`src/hdl/pnmi_ram.sv`:
```
// Generic single-write, single-read RAM with registered read data
module pnmi_ram #(
  parameter int WIDTH = 8,
  parameter int DEPTH = 256
) (
  input  logic                     clk,
  input  logic                     wr_en,
  input  logic [$clog2(DEPTH)-1:0] wr_addr,
  input  logic [WIDTH-1:0]         wr_data,
  input  logic                     rd_en,
  input  logic [$clog2(DEPTH)-1:0] rd_addr,
  output logic [WIDTH-1:0]         rd_data
);

  logic [WIDTH-1:0] mem [DEPTH];

  always_ff @(posedge clk) begin
    if (wr_en) begin
      mem[wr_addr] <= wr_data;
    end
    if (rd_en) begin
      rd_data <= mem[rd_addr];
    end
  end

endmodule

```
`config.mk`:
```
export PLATFORM = sky130hd
export DESIGN_NAME = pnmi_ram
export DESIGN_NICKNAME = d
export VERILOG_FILES = /design/src/hdl/pnmi_ram.sv
export SDC_FILE = /design/constraint.sdc
export NUM_CORES = 2
export LEC_CHECK = 0
export BUFFER_PORTS_ARGS = -buffer_cell sky130_fd_sc_hd__clkbuf_2
export CORE_ASPECT_RATIO = 1.2
export CORE_MARGIN = 10
export CORE_UTILIZATION = 35
export DETAILED_ROUTE_END_ITERATION = 12
export HOLD_SLACK_MARGIN = 0.12
export REMOVE_ABC_BUFFERS = 1
export SETUP_SLACK_MARGIN = 0.2
export SYNTH_ARGS = -nofsm -noshare
export SYNTH_HDL_FRONTEND = slang
export SYNTH_SLANG_ARGS = --single-unit
```
`constraint.sdc`:
```
create_clock -name clk -period 5.95 [get_ports clk]
set_clock_uncertainty 0.15 [all_clocks]
set_input_delay 0.595 -clock clk [delete_from_list [all_inputs] [get_ports clk]]
set_output_delay 0.595 -clock clk [all_outputs]
set_load 0.03 [all_outputs]
```
==> flow_summary_export.csv <==
group,metric,value,unit
worst_setup_path,cp_num_buf_inv,3,
worst_setup_path,cp.arrival,4060,ps
drt,routed.top_layer,"met4",
power_and_ir_drop,clkPwrFrac,40.8,%
clock_network,cts_tree,"yes",
worst_setup_path,cp-startpoint,"rd_addr[1]",
final_layout,area_growth,12.2,%
drt,route.antenna.remaining_nets,0,
final_layout,drive_gt1_share,21.9,%
logic_synthesis,syn_avg_cell_area,21.3,sq um
worst_setup_path,crit_family,"buffers and inverters",
logic_synthesis,synth_top_area_share,77.5,%
global_routing,overflow,0,
power_and_ir_drop,p_sw,6.26,mW
worst_setup_path,worstPathRequired,6330,ps
clock_network,ctsHoldBuffers,3,
logic_synthesis,synth_largest_area_cell,"edfxtp_1",
clock_network,clock_sinks,2056,
floorplan,io_pins,35,
logic_synthesis,ys.flop_type,"edfxtp_1",
worst_setup_path,crit_end,"rd_data[1]",
placement,io_buffers,34,
clock_network,clock_path_buffers,4,
clock_network,post-cts-setup-buffer-count,0,
worst_setup_path,r2r_cells,6,
timing,max_freq,0.271,GHz
logic_synthesis,synthTopCellsByArea,"edfxtp_1 78%, mux4_2 13%, mux2i_1 1.7%",
global_routing,grt_pass1_vias,39100,
worst_setup_path,startpoint_type,"input port",
floorplan,die_h,543,microns
outcome,outcome,"finished, final reports clean",
clock_network,numCtsBuffers,196,
logic_synthesis,ys_seq_elements,2056,
drt,vias,38200,
flow_run,maxCapViolCount,0,
power_and_ir_drop,swShare,21.3,%
logic_synthesis,syn_inst,3733,
clock_network,cts-root-buf,"clkbuf_16",
logic_synthesis,synth-edff-count,2056,
drt,met1_length,76500,microns
global_routing,grt_max_degree,217,
final_layout,finish.net_count,3866,
final_layout,fin_util,39.5,%
power_and_ir_drop,power,29.4,mW
clock_network,htreeDepth,4,
power_and_ir_drop,p_per_area,329,mW/mm^2
worst_setup_path,critPathMaxStageDelay,900,ps
worst_setup_path,critPathKind,"input port to flip-flop",
worst_setup_path,r2r_slack,2840,ps
worst_setup_path,critical_path_depth,8,
worst_hold_path,hold_path_class,"input port to flip-flop",
worst_setup_path,cp_max_fo,117,
drt,wl_met2,102000,microns
logic_synthesis,yosysSeqAreaShare,77.5,%
worst_setup_path,cp-end-kind,"flip-flop",
worst_setup_path,crit_chain,"buf_8 > buf_12 > buf_4 > mux4_2 > o22ai_1 > nor3_1 > nor4_1 > nor4_1",
logic_synthesis,ys_async_sr_fraction,0,%
floorplan,design.core.area,0.226,sq mm
power_and_ir_drop,leakage,27.0,nW
timing,setup-violations-final,0,
timing,period_share,61.9,%
drt,routed_wl,199000,microns
floorplan,die_x,455,microns
timing,rsz0062_at_grt,"no",
timing,tns,0,ps
floorplan,die_area,0.247,sq mm
global_routing,antenna_found_initial,6,
power_and_ir_drop,seqPwrFrac,54.4,%
clock_network,clkTransAtPathRegs,70,ps
placement,gp_congestion,0.813,
floorplan,rows,191,
timing,finalHoldViolCount,0,
worst_setup_path,timing.rr.start,"mem[80][3]",
clock_network,clk_latency,860,ps
clock_network,ctsResizeCount,0,
logic_synthesis,syn_area,0.0796,sq mm
final_layout,most-common-layout-cells,"2056 x edfxtp_1, 454 x mux4_2, 279 x nor2_1",
timing,slew_headroom,16.7,%
global_routing,track_usage,15.6,%
global_routing,grt_pass1_wl,286000,microns
timing,tightest_slew,1250,ps
logic_synthesis,yosysWarnings,0,
power_and_ir_drop,power.internal,23.2,mW
drt,drt_iter0_drc,3651,
timing,slew_violations,0,
power_and_ir_drop,p_comb_share,4.9,%
logic_synthesis,synth_cell_types,54,
worst_setup_path,slowest_stage,"nor4_1",
final_layout,final_common_cell,"edfxtp_1",
drt,dr.pass1.iters,7,
drt,dr_wl_met3,12000,microns
floorplan,initial_core_util,35.2,%
timing,final_period_minus_worst_setup_slack,3690,ps
worst_setup_path,crit_top_cell,"nor4_1",
placement,hpwl,120000,microns
drt,drc,0,
power_and_ir_drop,ir_drop,0.216,mV
worst_setup_path,r2r_end,"rd_data[3]",
drt,viasPerCell,5.47,
drt,wire_per_inst,28.5,microns
-- layout make-up --
type / count / area, sq um
fill: 20000 / 137000
sequential: 2056 / 61700
multi-input combinational: 1442 / 16500
clock buffer: 242 / 5120
tap: 2991 / 3740
timing repair buffer: 141 / 1360
clock inverter: 106 / 913
inverter: 2 / 7.51
antenna: 2 / 5.00
-- worst min path at each step --
stage,from,end,cells past startpoint
2_1_floorplan,wr_data[0],mem[0][0],0
5_1_grt,wr_data[1],mem[145][1],1
3_3_place_gp,wr_data[2],mem[109][2],1
4_1_cts,wr_data[1],mem[204][1],1
6_report,wr_data[1],mem[145][1],1
3_5_place_dp,wr_data[2],mem[108][2],1
-- cell usage after synthesis (16+ instances only) --
master    instances
a21oi_1          96
buf_4            27
mux4_2          454
nor3_1           22
buf_1            22
o22ai_1          28
o221ai_1         46
clkbuf_1        111
nor2_1          282
nand3_1          34
buf_2            31
mux2i_1         134
buf_6            21
a22oi_1         133
nor2b_1          31
edfxtp_1       2056
a211oi_1         16
nand2_1          33
nor4_1           24
-- layer usage --
| metal | GRT usage [%] | vias to the layer above |
|---|---|---|
| met5 | 0 | - |
| met4 | 6.24 | 0 |
| met3 | 2.23 | 362 |
| met2 | 27.3 | 1355 |
| met1 | 19.7 | 20600 |
| li1 | - | 15900 |
-- logic make-up (layout without fill, tap and decap cells) --
kind of cell	Yosys count	after routing	share of synthesized area (%)
AO/OA/AOI/OAI	385	385	3.42
buffers and inverters	235	491	1.83
flip-flops	2056	2056	77.5
multiplexers	591	591	14.6
other	0	2	0
AND/OR/NAND/NOR	466	466	2.63
-- per-stage QoR --
stage	instance area (sq um)	worst slack [ps]	hold WS (ps)	instances
2_1_floorplan	78200	2710	544	3500
3_5_place_dp	83300	1350	859	6629
3_3_place_gp	83300	1310	848	6629
5_1_grt	89400	2130	138	6981
6_report	89400	2260	117	6982
4_1_cts	89400	2210	125	6980
-- power groups by stage --
stage	sequential, mW	combinational (mW)	clock (mW)
final	16.0	1.43	12.0
after global routing	16.0	1.51	12.7
after CTS	16.0	1.45	12.2
after detailed placement	16.3	1.45	0
after global placement	16.3	1.43	0
after floorplan	16.3	0.560	0
-- flip-flops by register name, summed over array words and instances (netlist names) --
name,cells
mem,2048
rd_data,8
(Power assumes the default switching activity.)
