===== src/hdl/pnmi_pkg.sv =====
// Shared types, constants and distance function for the palette nearest-match block
package pnmi_pkg;

  localparam int RGB_W     = 24;
  localparam int TAG_W     = 7;
  localparam int DIST_W    = 10;
  localparam int IDX_OUT_W = 8;
  localparam int ENTRY_W   = TAG_W + RGB_W;

  localparam logic [TAG_W-1:0]  TAG_FIRST = 7'd33;
  localparam logic [TAG_W-1:0]  TAG_QUOTE = 7'd34;
  localparam logic [TAG_W-1:0]  TAG_WRAP  = 7'd35;
  localparam logic [TAG_W:0]    TAG_LIMIT = 8'h7F;
  localparam logic [DIST_W-1:0] DIST_NONE = 10'd768;
  localparam logic [DIST_W-1:0] THRESH_RESET = 10'd3;

  typedef enum logic [1:0] {
    ST_IDLE,
    ST_SCAN,
    ST_DRAIN,
    ST_DECIDE
  } pnmi_state_t;

  typedef struct packed {
    logic clear;
    logic valid;
  } scan_ctl_t;

  function automatic logic [7:0] abs_diff(input logic [7:0] a, input logic [7:0] b);
    abs_diff = (a > b) ? (a - b) : (b - a);
  endfunction

  function automatic logic [DIST_W-1:0] color_dist(input logic [RGB_W-1:0] x,
                                                  input logic [RGB_W-1:0] y);
    color_dist = DIST_W'(abs_diff(x[23:16], y[23:16]))
               + DIST_W'(abs_diff(x[15:8], y[15:8]))
               + DIST_W'(abs_diff(x[7:0], y[7:0]));
  endfunction

endpackage


===== src/hdl/pnmi_scan.sv =====
// Running nearest-entry tracker fed by palette memory read data
module pnmi_scan import pnmi_pkg::*; #(
  parameter int IDX_W = 8
) (
  input  logic               clk,
  input  logic               rst_n,
  input  scan_ctl_t          ctl,
  input  logic [IDX_W-1:0]   rd_idx,
  input  logic [ENTRY_W-1:0] rd_data,
  input  logic [RGB_W-1:0]   color,
  output logic [DIST_W-1:0]  best_dist,
  output logic [IDX_W-1:0]   best_idx,
  output logic [TAG_W-1:0]   best_tag
);

  logic [DIST_W-1:0] best_dist_r, best_dist_nxt;
  logic [IDX_W-1:0]  best_idx_r, best_idx_nxt;
  logic [TAG_W-1:0]  best_tag_r, best_tag_nxt;
  logic [DIST_W-1:0] cur_dist;

  assign cur_dist = color_dist(color, rd_data[RGB_W-1:0]);

  always_comb begin
    best_dist_nxt = best_dist_r;
    best_idx_nxt  = best_idx_r;
    best_tag_nxt  = best_tag_r;
    if (ctl.clear) begin
      best_dist_nxt = DIST_NONE;
      best_idx_nxt  = '0;
    end else if (ctl.valid && (cur_dist < best_dist_r)) begin
      best_dist_nxt = cur_dist;
      best_idx_nxt  = rd_idx;
      best_tag_nxt  = rd_data[ENTRY_W-1:RGB_W];
    end
  end

  always_ff @(posedge clk) begin
    if (!rst_n) begin
      best_dist_r <= DIST_NONE;
      best_idx_r  <= '0;
    end else begin
      best_dist_r <= best_dist_nxt;
      best_idx_r  <= best_idx_nxt;
    end
    best_tag_r <= best_tag_nxt;
  end

  assign best_dist = best_dist_r;
  assign best_idx  = best_idx_r;
  assign best_tag  = best_tag_r;

  a_best_bounded: assert property (@(posedge clk) disable iff (!rst_n)
    best_dist_r <= DIST_NONE)
    else $error("best distance above initial value");

  a_best_monotonic: assert property (@(posedge clk) disable iff (!rst_n)
    !ctl.clear |=> best_dist_r <= $past(best_dist_r))
    else $error("best distance grew without clear");

  a_clear_resets: assert property (@(posedge clk) disable iff (!rst_n)
    ctl.clear |=> best_dist_r == DIST_NONE && best_idx_r == '0)
    else $error("clear did not reset tracker");

endmodule


===== config.mk =====
export PLATFORM = sky130hd
export DESIGN_NAME = pnmi_scan
export DESIGN_NICKNAME = d
export VERILOG_FILES = /design/src/hdl/pnmi_pkg.sv /design/src/hdl/pnmi_scan.sv
export SDC_FILE = /design/constraint.sdc
export NUM_CORES = 1
export LEC_CHECK = 0
export ABC_AREA = 1
export BUFFER_PORTS_ARGS = -buffer_cell sky130_fd_sc_hd__buf_2
export CELL_PAD_IN_SITES_DETAIL_PLACEMENT = 1
export CELL_PAD_IN_SITES_GLOBAL_PLACEMENT = 1
export CORE_ASPECT_RATIO = 0.8
export CORE_MARGIN = 2
export CORE_UTILIZATION = 42
export CTS_CLUSTER_SIZE = 28
export DETAILED_ROUTE_END_ITERATION = 7
export PLACE_DENSITY = 0.86
export SETUP_SLACK_MARGIN = 0.1
export SYNTH_ARGS = -nofsm -noshare
export SYNTH_HDL_FRONTEND = slang
export SYNTH_SLANG_ARGS = --single-unit

===== constraint.sdc =====
create_clock -name clk -period 6.4 [get_ports clk]
set_input_delay 0.32 -clock clk [delete_from_list [all_inputs] [get_ports clk]]
set_output_delay 0.32 -clock clk [all_outputs]
set_load 0.01 [all_outputs]

==> run summary, run 1 <==
Status: finished clean
Layout overhead on the synthesized area: 13.87%
Placeable Area: 10,240 sq um
Clk_lat worst skew: 260 ps
Final hold vios: 0
Instance count of the mapped netlist: 730
Startpoint Class: input pin
Root buf cell: clkbuf_16
Minimum clock period after layout: 5001 ps
Yosys cell types: 30
Post-synth top cells: 261 x nand2_1, 167 x inv_1, 63 x nor2_1, 61 x ha_1, 38 x nand3_1
Clock network power share: 0.085
GP Congestion: 0.8774
CTS tree: done
Hold crit path type: in -> reg
Sw Share: 0.5350
Ys Warns: 0
I/O Buffers: 91
Unrepaired setup endpoints after global routing: no
Drt first-iter violations: 118
DP Wirelength: 10,410 um
Post-synthesis mux area share: 0
Logic pwr share: 0.771
Critical-path maximum fanout: 36
Setup Buffers After CTS: 0
Compound-gate portion of the synthesized area: 0.05181
Mapped Nets: 873
Die Ht: 95.75 um
Number of flops mapped to enable cells by yosys: 7
Setup CP Type: in -> reg
Pwr/cell area: 319.9 nW/um^2
GRT Util Overall: 0.2186
Sw power: 0.0008613 W
Sequential power share: 0.144
Async SR Flop Fraction: 0
Ant diodes: 0
Largest net degree at the start of global routing: 37
Synth area leader: nand2_1
Final Util: 0.4914
Num rows: 33
Clock skew: 3.796 ps
Clock Path Buffers: 2
Synthesized area per cell: 6.054 sq um
Largest family of logic cells by synthesized area: simple AND/OR/NAND/NOR gates
Most numerous cell in the Yosys netlist: nand2_1
Final WL: 11,880 um
First-pass GRT wire length: 21,020 um
Die area: 11,360 sq um
Starting Density: 0.4316
Cts hold-fix bufs: 0
Synth top area share: 0.2217
Post-synthesis simple-gate area fraction: 0.3723
Fin crit share: 0.7814
Initial antenna violation count: 0
Setup-failing EPs final: 0
Antenna-violating nets left: 0
Vias in the first global route: 4,750
Crit end category: flop
Achievable Freq: 200.0 MHz
Post-Syn Area: 4419 sq um
Wire length per cell: 12.45 um
Layout Nets: 958
Adder-cell share of the synthesized area: 0.2407
Register area share after synthesis: 0.1291
Crit path required time: 6290 ps
Grt ovf: 0
# Max-Cap Violations: 0
CTS buffer count: 3
Busiest grt layer: met2
GR Layer Usage met3: 0.01896
Area contributors post-synth: nand2_1 22%, ha_1 17%, inv_1 14%
Die width: 118.7 um
Static Leak: 3.162 nW
Synth Area in XOR/XNOR: 0.03964
Layout cell share with drive strength beyond 1: 0.1450
TNS Setup: 0 ps
Via count: 4,527
# DRC: 0
Post-synth top flop: dfxtp_1
CTS H-tree lvls: 1
Worst-path clk slew: 60 ps
# IOs: 92
Post-DR vias/cell: 4.745
Worst Path Arrival: 4900 ps
Grt met2 use: 0.4272
Worst slew pin tran: 1226 ps
# resized after CTS: 0
M1 GR Usage: 0.2712
IR drop worst, VDD: 0.1480 mV
1st-pass router iterations: 4
Internal power: 0.0007487 W
Slew margin rel.: 0.1794
Yosys reg bits: 25
Count of final max-slew check failures: 0
Clock sink count: 25
[layer usage]
metal / routed length [um] / up-vias
met1: 5481 / 2087
met5: 0 / -
met3: 470 / 8
met4: 79 / 0
met2: 5846 / 94
li1: - / 2338
[logic make-up after synthesis]
| group | Yosys count |
|---|---|
| compound gates | 36 |
| buf+inv | 180 |
| fa+ha+maj | 76 |
| simple gates | 393 |
| flops | 25 |
| xor+xnor | 20 |
[worst max-delay path: stages]
cell	delay, ps
buf_2	110
inv_1	40
ha_1	160
inv_1	70
fa_1	430
nand3_1	90
nand3_1	100
nand2_1	100
nand2_2	60
nand2_4	120
inv_4	60
nand2_1	60
nand2_1	70
fa_1	480
ha_1	250
fa_1	430
a21oi_1	200
xnor2_1	160
ha_1	280
a21oi_1	210
nand2_1	80
nand2_1	100
nand3_4	330
nor2_1	570
[layout make-up]
type / count / area [sq um]
clock buffers: 4 / 78.83
repair buffers: 91 / 455.4
inverters: 169 / 639.4
flip-flops and latches: 25 / 570.5
well taps: 140 / 175.2
multi-input cells: 525 / 3113
fillers: 1513 / 5207
[power groups by stage]
stage | Sequential (W) | Combinational [W] | Clock (W)
after floorplan | 0.000253 | 0.000908 | 0
after global placement | 0.000231 | 0.00114 | 0
after detailed placement | 0.000234 | 0.00122 | 0
after CTS | 0.000232 | 0.00125 | 0.000139
after global routing | 0.000235 | 0.00146 | 0.000146
final | 0.000231 | 0.00124 | 0.000137
[layout by cell type, fill, tap and decap left out, types with 3 or more instances in the layout]
cell,Yosys,final
nor2_2,3,3
o21bai_1,3,3
edfxtp_1,7,7
nand3_1,38,38
xnor2_1,7,7
ha_1,61,61
fa_1,15,15
a21o_1,3,3
a21oi_1,22,22
buf_2,3,91
nor2_1,63,63
nand4_1,11,11
clkbuf_16,0,3
inv_1,167,167
nand2_1,261,261
xor2_1,13,13
o21ai_1,4,4
nand2_2,9,9
dfxtp_1,18,18
[state kept, by name, summed over array words and instances (netlist names)]
name       flops
best_idx       8
best_dist     10
best_tag       7
[per-stage QoR]
step | instances | hold slack [ps] | total power (W) | worst slack, ps | cell area [sq um]
floorplan | 730 | 418.9 | 0.001160 | 1890 | 4419
global placement | 950 | 494.8 | 0.001369 | 1385 | 4954
detailed placement | 950 | 498.4 | 0.001453 | 1144 | 4954
CTS | 954 | 237.4 | 0.001625 | 1375 | 5032
global route | 954 | 233.1 | 0.001846 | 1027 | 5032
finish | 954 | 234.7 | 0.001610 | 1399 | 5032
[path summary, 6_finish.rpt]
| kind | cells past startpoint | slack, ps | to | from |
|---|---|---|---|---|
| setup / recovery | 24 | 1400 | best_tag[2] | color[16] |
| hold reg to reg | 2 | 510 | best_dist[9] | best_dist[9] |
| hold / removal | 1 | 230 | best_tag[3] | rd_data[27] |
| setup reg to reg | 7 | 4010 | best_tag[2] | best_dist[5] |
No activity file was read; power rests on OpenSTA's default activity.
==> run 2: changes to the inputs <==
ABC_AREA = 0   (was 1)
CORE_UTILIZATION = 36   (was 42)
PLACE_DENSITY = 0.76   (was 0.86)
clock period = 4.2 ns   (was 6.4 ns; I/O delays follow)
==> run summary, run 2 <==
Status: finished, violations left
Violated checks: setup timing
CTS buffer count: 3
Cts hold-fix bufs: 0
Largest net degree at the start of global routing: 19
Synth top area share: 0.1977
First-pass GRT wire length: 27,830 um
Grt ovf: 0
I/O Buffers: 91
GP Congestion: 0.9113
Die area: 11,570 sq um
Final worst setup slack: -1038 ps
Hold Path Cell Cnt: 1
Filler cells: 1,257
Die width: 119.8 um
Crit end category: flop
Final WL: 19,750 um
Slew margin rel.: 0.3652
Busiest grt layer: met2
Hold_sp: rd_data[24]
Fin cells: 858
Setup CP Type: in -> reg
Minimum clock period after layout: 5238 ps
# IOs: 92
GR Layer Usage met3: 0.06073
Layout cell share with drive strength beyond 1: 0.4638
Achievable Freq: 190.9 MHz
Worst slew pin tran: 952.2 ps
Vias in the first global route: 5,304
M1 GR Usage: 0.3260
Final hold vios: 0
Max FFs per register: 10
Most frequent cells in the layout: 144 x buf_4, 89 x buf_2, 70 x inv_1
Count of final max-slew check failures: 0
Static Leak: 3.076 nW
Area contributors post-synth: ha_1 20%, dfxtp_1 9.3%, fa_1 7.8%
Number of flops mapped to enable cells by yosys: 7
Root buf cell: clkbuf_16
Post-DR vias/cell: 5.904
Post-synth top flop: dfxtp_1
Compound-gate portion of the synthesized area: 0.2720
Setup-failing EPs final: 25
Post-synthesis mux area share: 0.03306
Post-synthesis simple-gate area fraction: 0.1462
Synthesized area per cell: 7.814 sq um
Post-Syn Area: 3860 sq um
# DRC: 0
Via count: 5,066
Initial antenna violation count: 0
Placed cells: 833
Adder-cell share of the synthesized area: 0.2755
Die Ht: 96.62 um
Unrepaired setup endpoints after global routing: yes
Crit path required time: 4190 ps
Antenna-violating nets left: 0
TNS Setup: -24,740 ps
Fin crit share: 1.247
Worst Path Arrival: 5230 ps
Hold crit path type: in -> reg
# Max-Cap Violations: 0
Post-synth top cells: 77 x inv_1, 61 x ha_1, 49 x a21oi_1, 26 x nand3_1, 25 x nand2_1
CTS H-tree lvls: 1
Clk_lat worst skew: 270 ps
Ys Warns: 0
Hold Path End: best_tag[0]
Drt first-iter violations: 359
FF-to-FF setup slack: 1840 ps
Startpoint Class: input pin
Largest family of logic cells by synthesized area: adder cells
CTS tree: done
Critical-path maximum fanout: 7
Final Util: 0.5970
Yosys reg bits: 25
Register area share after synthesis: 0.1478
Mapped Nets: 637
Clock skew: 5.427 ps
WHS: 115.4 ps
Most numerous cell in the Yosys netlist: inv_1
FF-to-FF path depth: 8
Grt met2 use: 0.5490
IR drop worst, VDD: 0.3343 mV
Wire length per cell: 23.02 um
Starting Density: 0.3724
Worst R2R End: best_idx[6]
DP Wirelength: 11,730 um
Placeable Area: 10,360 sq um
Yosys cell types: 58
Synth area leader: ha_1
Ant diodes: 0
Synth Area in XOR/XNOR: 0.02496
Commonest non-fill, non-tap cell in the layout: buf_4
Num rows: 33
1st-pass router iterations: 5
Async SR Flop Fraction: 0
GRT Util Overall: 0.3021
Worst-path clk slew: 70 ps
Layout Nets: 862
Clock Path Buffers: 2
Instance count of the mapped netlist: 494
Clock sink count: 25
Pwr Total: 0.004288 W
Pwr/cell area: 693.0 nW/um^2
Reg2reg start: best_dist[4]
Layout overhead on the synthesized area: 60.29%
run 2: worst max-delay path: stages:
cell and delay (ps):
buf_2 90, inv_1 50, ha_2 180, inv_2 80, fa_2 260, nand2_4 70, a21oi_4 170, buf_6 130
a41oi_2 90, buf_6 160, o211ai_1 220, o221ai_2 190, fa_1 570, inv_2 80, fa_2 450, a21o_4 250
a221oi_4 350, xnor2_2 180, ha_1 290, a211o_1 310, o211ai_1 140, o211ai_1 190, buf_4 190, nor3_4 140
buf_12 160
run 2: kinds of logic after synthesis:
family | Yosys count
AOI/OAI and AO/OA | 161
and+or+nand+nor | 109
buffers and inverters | 100
adders and majority gates | 76
DFF | 25
muxes | 12
xor gates and xnor gates | 11
run 2: layout make-up:
type	count	area, sq um	area share
Sequential cell	25	570.5	0.09221
Tap cell	140	175.2	0.02831
Inverter	77	304.0	0.04914
Multi-Input combinational cell	369	3390	0.5478
Timing Repair Buffer	243	1669	0.2698
Clock buffer	4	78.83	0.01274
run 2: worst max path at each step:
stage                          from          end  slack, ps  cells after the start
after floorplan            color[8]  best_tag[0]       -840                     20
after CTS                 color[16]  best_tag[4]       -650                     23
after detailed placement  color[16]  best_tag[1]      -1050                     22
final                      color[0]  best_tag[4]      -1040                     25
after global routing       color[0]  best_tag[4]      -1240                     24
after global placement    color[16]  best_tag[0]       -870                     22
run 2: layer usage:
layer | wire length (um) | vias up | part of all wire
met5 | 0 | - | 0
met4 | 1662 | 0 | 0.084
met3 | 1508 | 141 | 0.076
met2 | 9363 | 331 | 0.47
met1 | 7216 | 2386 | 0.37
li1 | - | 2208 | -
run 2: through the flow:
stage	instance area (sq um)	worst slack, ps
finish	6187	-1038
CTS	5917	-647.2
detailed placement	5524	-1048
global placement	5524	-866.2
floorplan	4044	-837.3
global route	6187	-1237
run 2: timing repair:
action | in CTS | in global routing
cloned | 1 | 0
buffers inserted | 14 | 6
setup endpoints to repair | 25 | 25
pin swaps | 9 | 17
resized for setup | 55 | 43
hold endpoints to repair | 0 | 0
run 2: power by group:
group / internal (W) / total, W / switching (W)
logic: 0.00161 / 0.00366 / 0.00205
registers: 0.000327 / 0.000404 / 0.0000765
clock network: 0.000130 / 0.000222 / 0.0000919
==> run 3: changes to the inputs <==
--- a/config.mk
+++ b/config.mk
@@ -12,8 +12,8 @@
 export CORE_ASPECT_RATIO = 0.8
 export CORE_MARGIN = 2
-export CORE_UTILIZATION = 36
+export CORE_UTILIZATION = 30
 export CTS_CLUSTER_SIZE = 28
 export DETAILED_ROUTE_END_ITERATION = 7
-export PLACE_DENSITY = 0.76
+export PLACE_DENSITY = 0.62
 export SETUP_SLACK_MARGIN = 0.1
 export SYNTH_ARGS = -nofsm -noshare
==> constraint.sdc (replaced) <==
create_clock -name clk -period 5.5 [get_ports clk]
set_input_delay 0.275 -clock clk [delete_from_list [all_inputs] [get_ports clk]]
set_output_delay 0.275 -clock clk [all_outputs]
set_load 0.005 [all_outputs]
==> run summary, run 3 (synthesis results as in run 2) <==
Status: finished clean
CTS buffer count: 3
I/O Buffers: 91
Hold Path Cell Cnt: 1
Place WS: -89.29 ps
Pwr/cell area: 423.7 nW/um^2
Die width: 130.8 um
Clock sink count: 25
Wire length per cell: 15.12 um
# DRC: 0
Grt ovf: 0
Commonest non-fill, non-tap cell in the layout: buf_2
Ant diodes: 0
Largest net degree at the start of global routing: 19
Antenna-violating nets left: 0
Hold crit path type: in -> reg
Die Ht: 105.5 um
Fin cells: 776
Clk_lat worst skew: 250 ps
Most frequent cells in the layout: 91 x buf_2, 77 x inv_1, 60 x ha_1
Static Leak: 2.429 nW
Starting Density: 0.3032
Die area: 13,800 sq um
Pwr Total: 0.002060 W
Layout Nets: 745
CTS H-tree lvls: 1
First-pass GRT wire length: 19,190 um
GRT Util Overall: 0.1680
Setup-failing EPs final: 0
Worst Path Arrival: 5140 ps
1st-pass router iterations: 4
Unrepaired setup endpoints after global routing: no
Placed cells: 769
DP Wirelength: 10,100 um
Layout overhead on the synthesized area: 25.93%
Fin crit share: 0.9394
Placeable Area: 12,730 sq um
Minimum clock period after layout: 5167 ps
Layout cell share with drive strength beyond 1: 0.2463
Crit path required time: 5480 ps
Via count: 3,914
Vias in the first global route: 4,043
Clock Path Buffers: 2
Achievable Freq: 193.6 MHz
WHS: 190.3 ps
IR drop worst, VDD: 0.1914 mV
Worst-path clk slew: 60 ps
Cts hold-fix bufs: 0
Max FFs per register: 10
Num rows: 37
Post-DR vias/cell: 5.044
FF-to-FF path depth: 8
Clock skew: 2.070 ps
GP Congestion: 0.9046
Slew margin rel.: 0.5288
Final worst setup slack: 333.5 ps
Root buf cell: clkbuf_16
Count of final max-slew check failures: 0
Final WL: 11,730 um
Startpoint Class: input pin
Critical-path maximum fanout: 7
Worst slew pin tran: 706.8 ps
Initial antenna violation count: 0
Crit end category: flop
# IOs: 92
# Max-Cap Violations: 0
Final hold vios: 0
CTS tree: done
Setup CP Type: in -> reg
Drt first-iter violations: 133
run 3: path summary, 6_finish.rpt:
check	from	to	slack (ps)
worst max-delay path	color[8]	best_tag[2]	330
worst min register to register	best_idx[4]	best_idx[4]	480
worst max register to register	best_dist[7]	best_tag[2]	3470
worst min-delay path	rd_data[29]	best_tag[5]	190
run 3: cell type report:
| cell class | instances | area [sq um] |
|---|---|---|
| Fill cell | 1568 | 7870 |
| Multi-Input combinational cell | 369 | 2973 |
| Timing Repair Buffer | 126 | 730.7 |
| Sequential cell | 25 | 570.5 |
| Inverter | 77 | 289.0 |
| Tap cell | 175 | 219.0 |
| Clock buffer | 4 | 78.83 |
run 3: power by group:
group          switching, W  internal [W]
registers         0.0000301      0.000250
logic              0.000894      0.000726
clock network     0.0000604     0.0000989
run 3: timing repair:
item	CTS	global route
setup buffers	0	3
resized for setup	0	13
hold endpoints to repair	0	0
setup endpoints to repair	0	25
run 3: worst max-delay path, stage by stage:
cell      delay (ps)
buf_2            110
inv_1             50
ha_1             150
inv_1             50
fa_1             390
nand3_1          120
a21boi_1         110
o41ai_4          300
buf_4            230
mux2i_1          220
xor2_1           280
fa_1             470
inv_1             70
ha_1             270
a21o_1           220
a221oi_4         300
xnor2_1          200
ha_1             290
a211o_1          260
o211ai_1         100
o211ai_1         140
buf_4            170
nor3_4           210
buf_12           140
run 3: through the flow:
step / utilization / instance area, sq um / TNS (ps)
after detailed placement: 0.3682 / 4687 / -658.5
after global routing: 0.3818 / 4861 / 0
after CTS: 0.3743 / 4766 / 0
final: 0.3818 / 4861 / 0
after global placement: 0.3682 / 4687 / 0
after floorplan: - / 3871 / 0
run 3: per-layer routing:
metal	track usage	routed length, um	share of wire
met4	0.008359	14	0.0012
met3	0.01574	265	0.023
met2	0.2872	5493	0.47
met1	0.2406	5957	0.51
met5	0	0	0
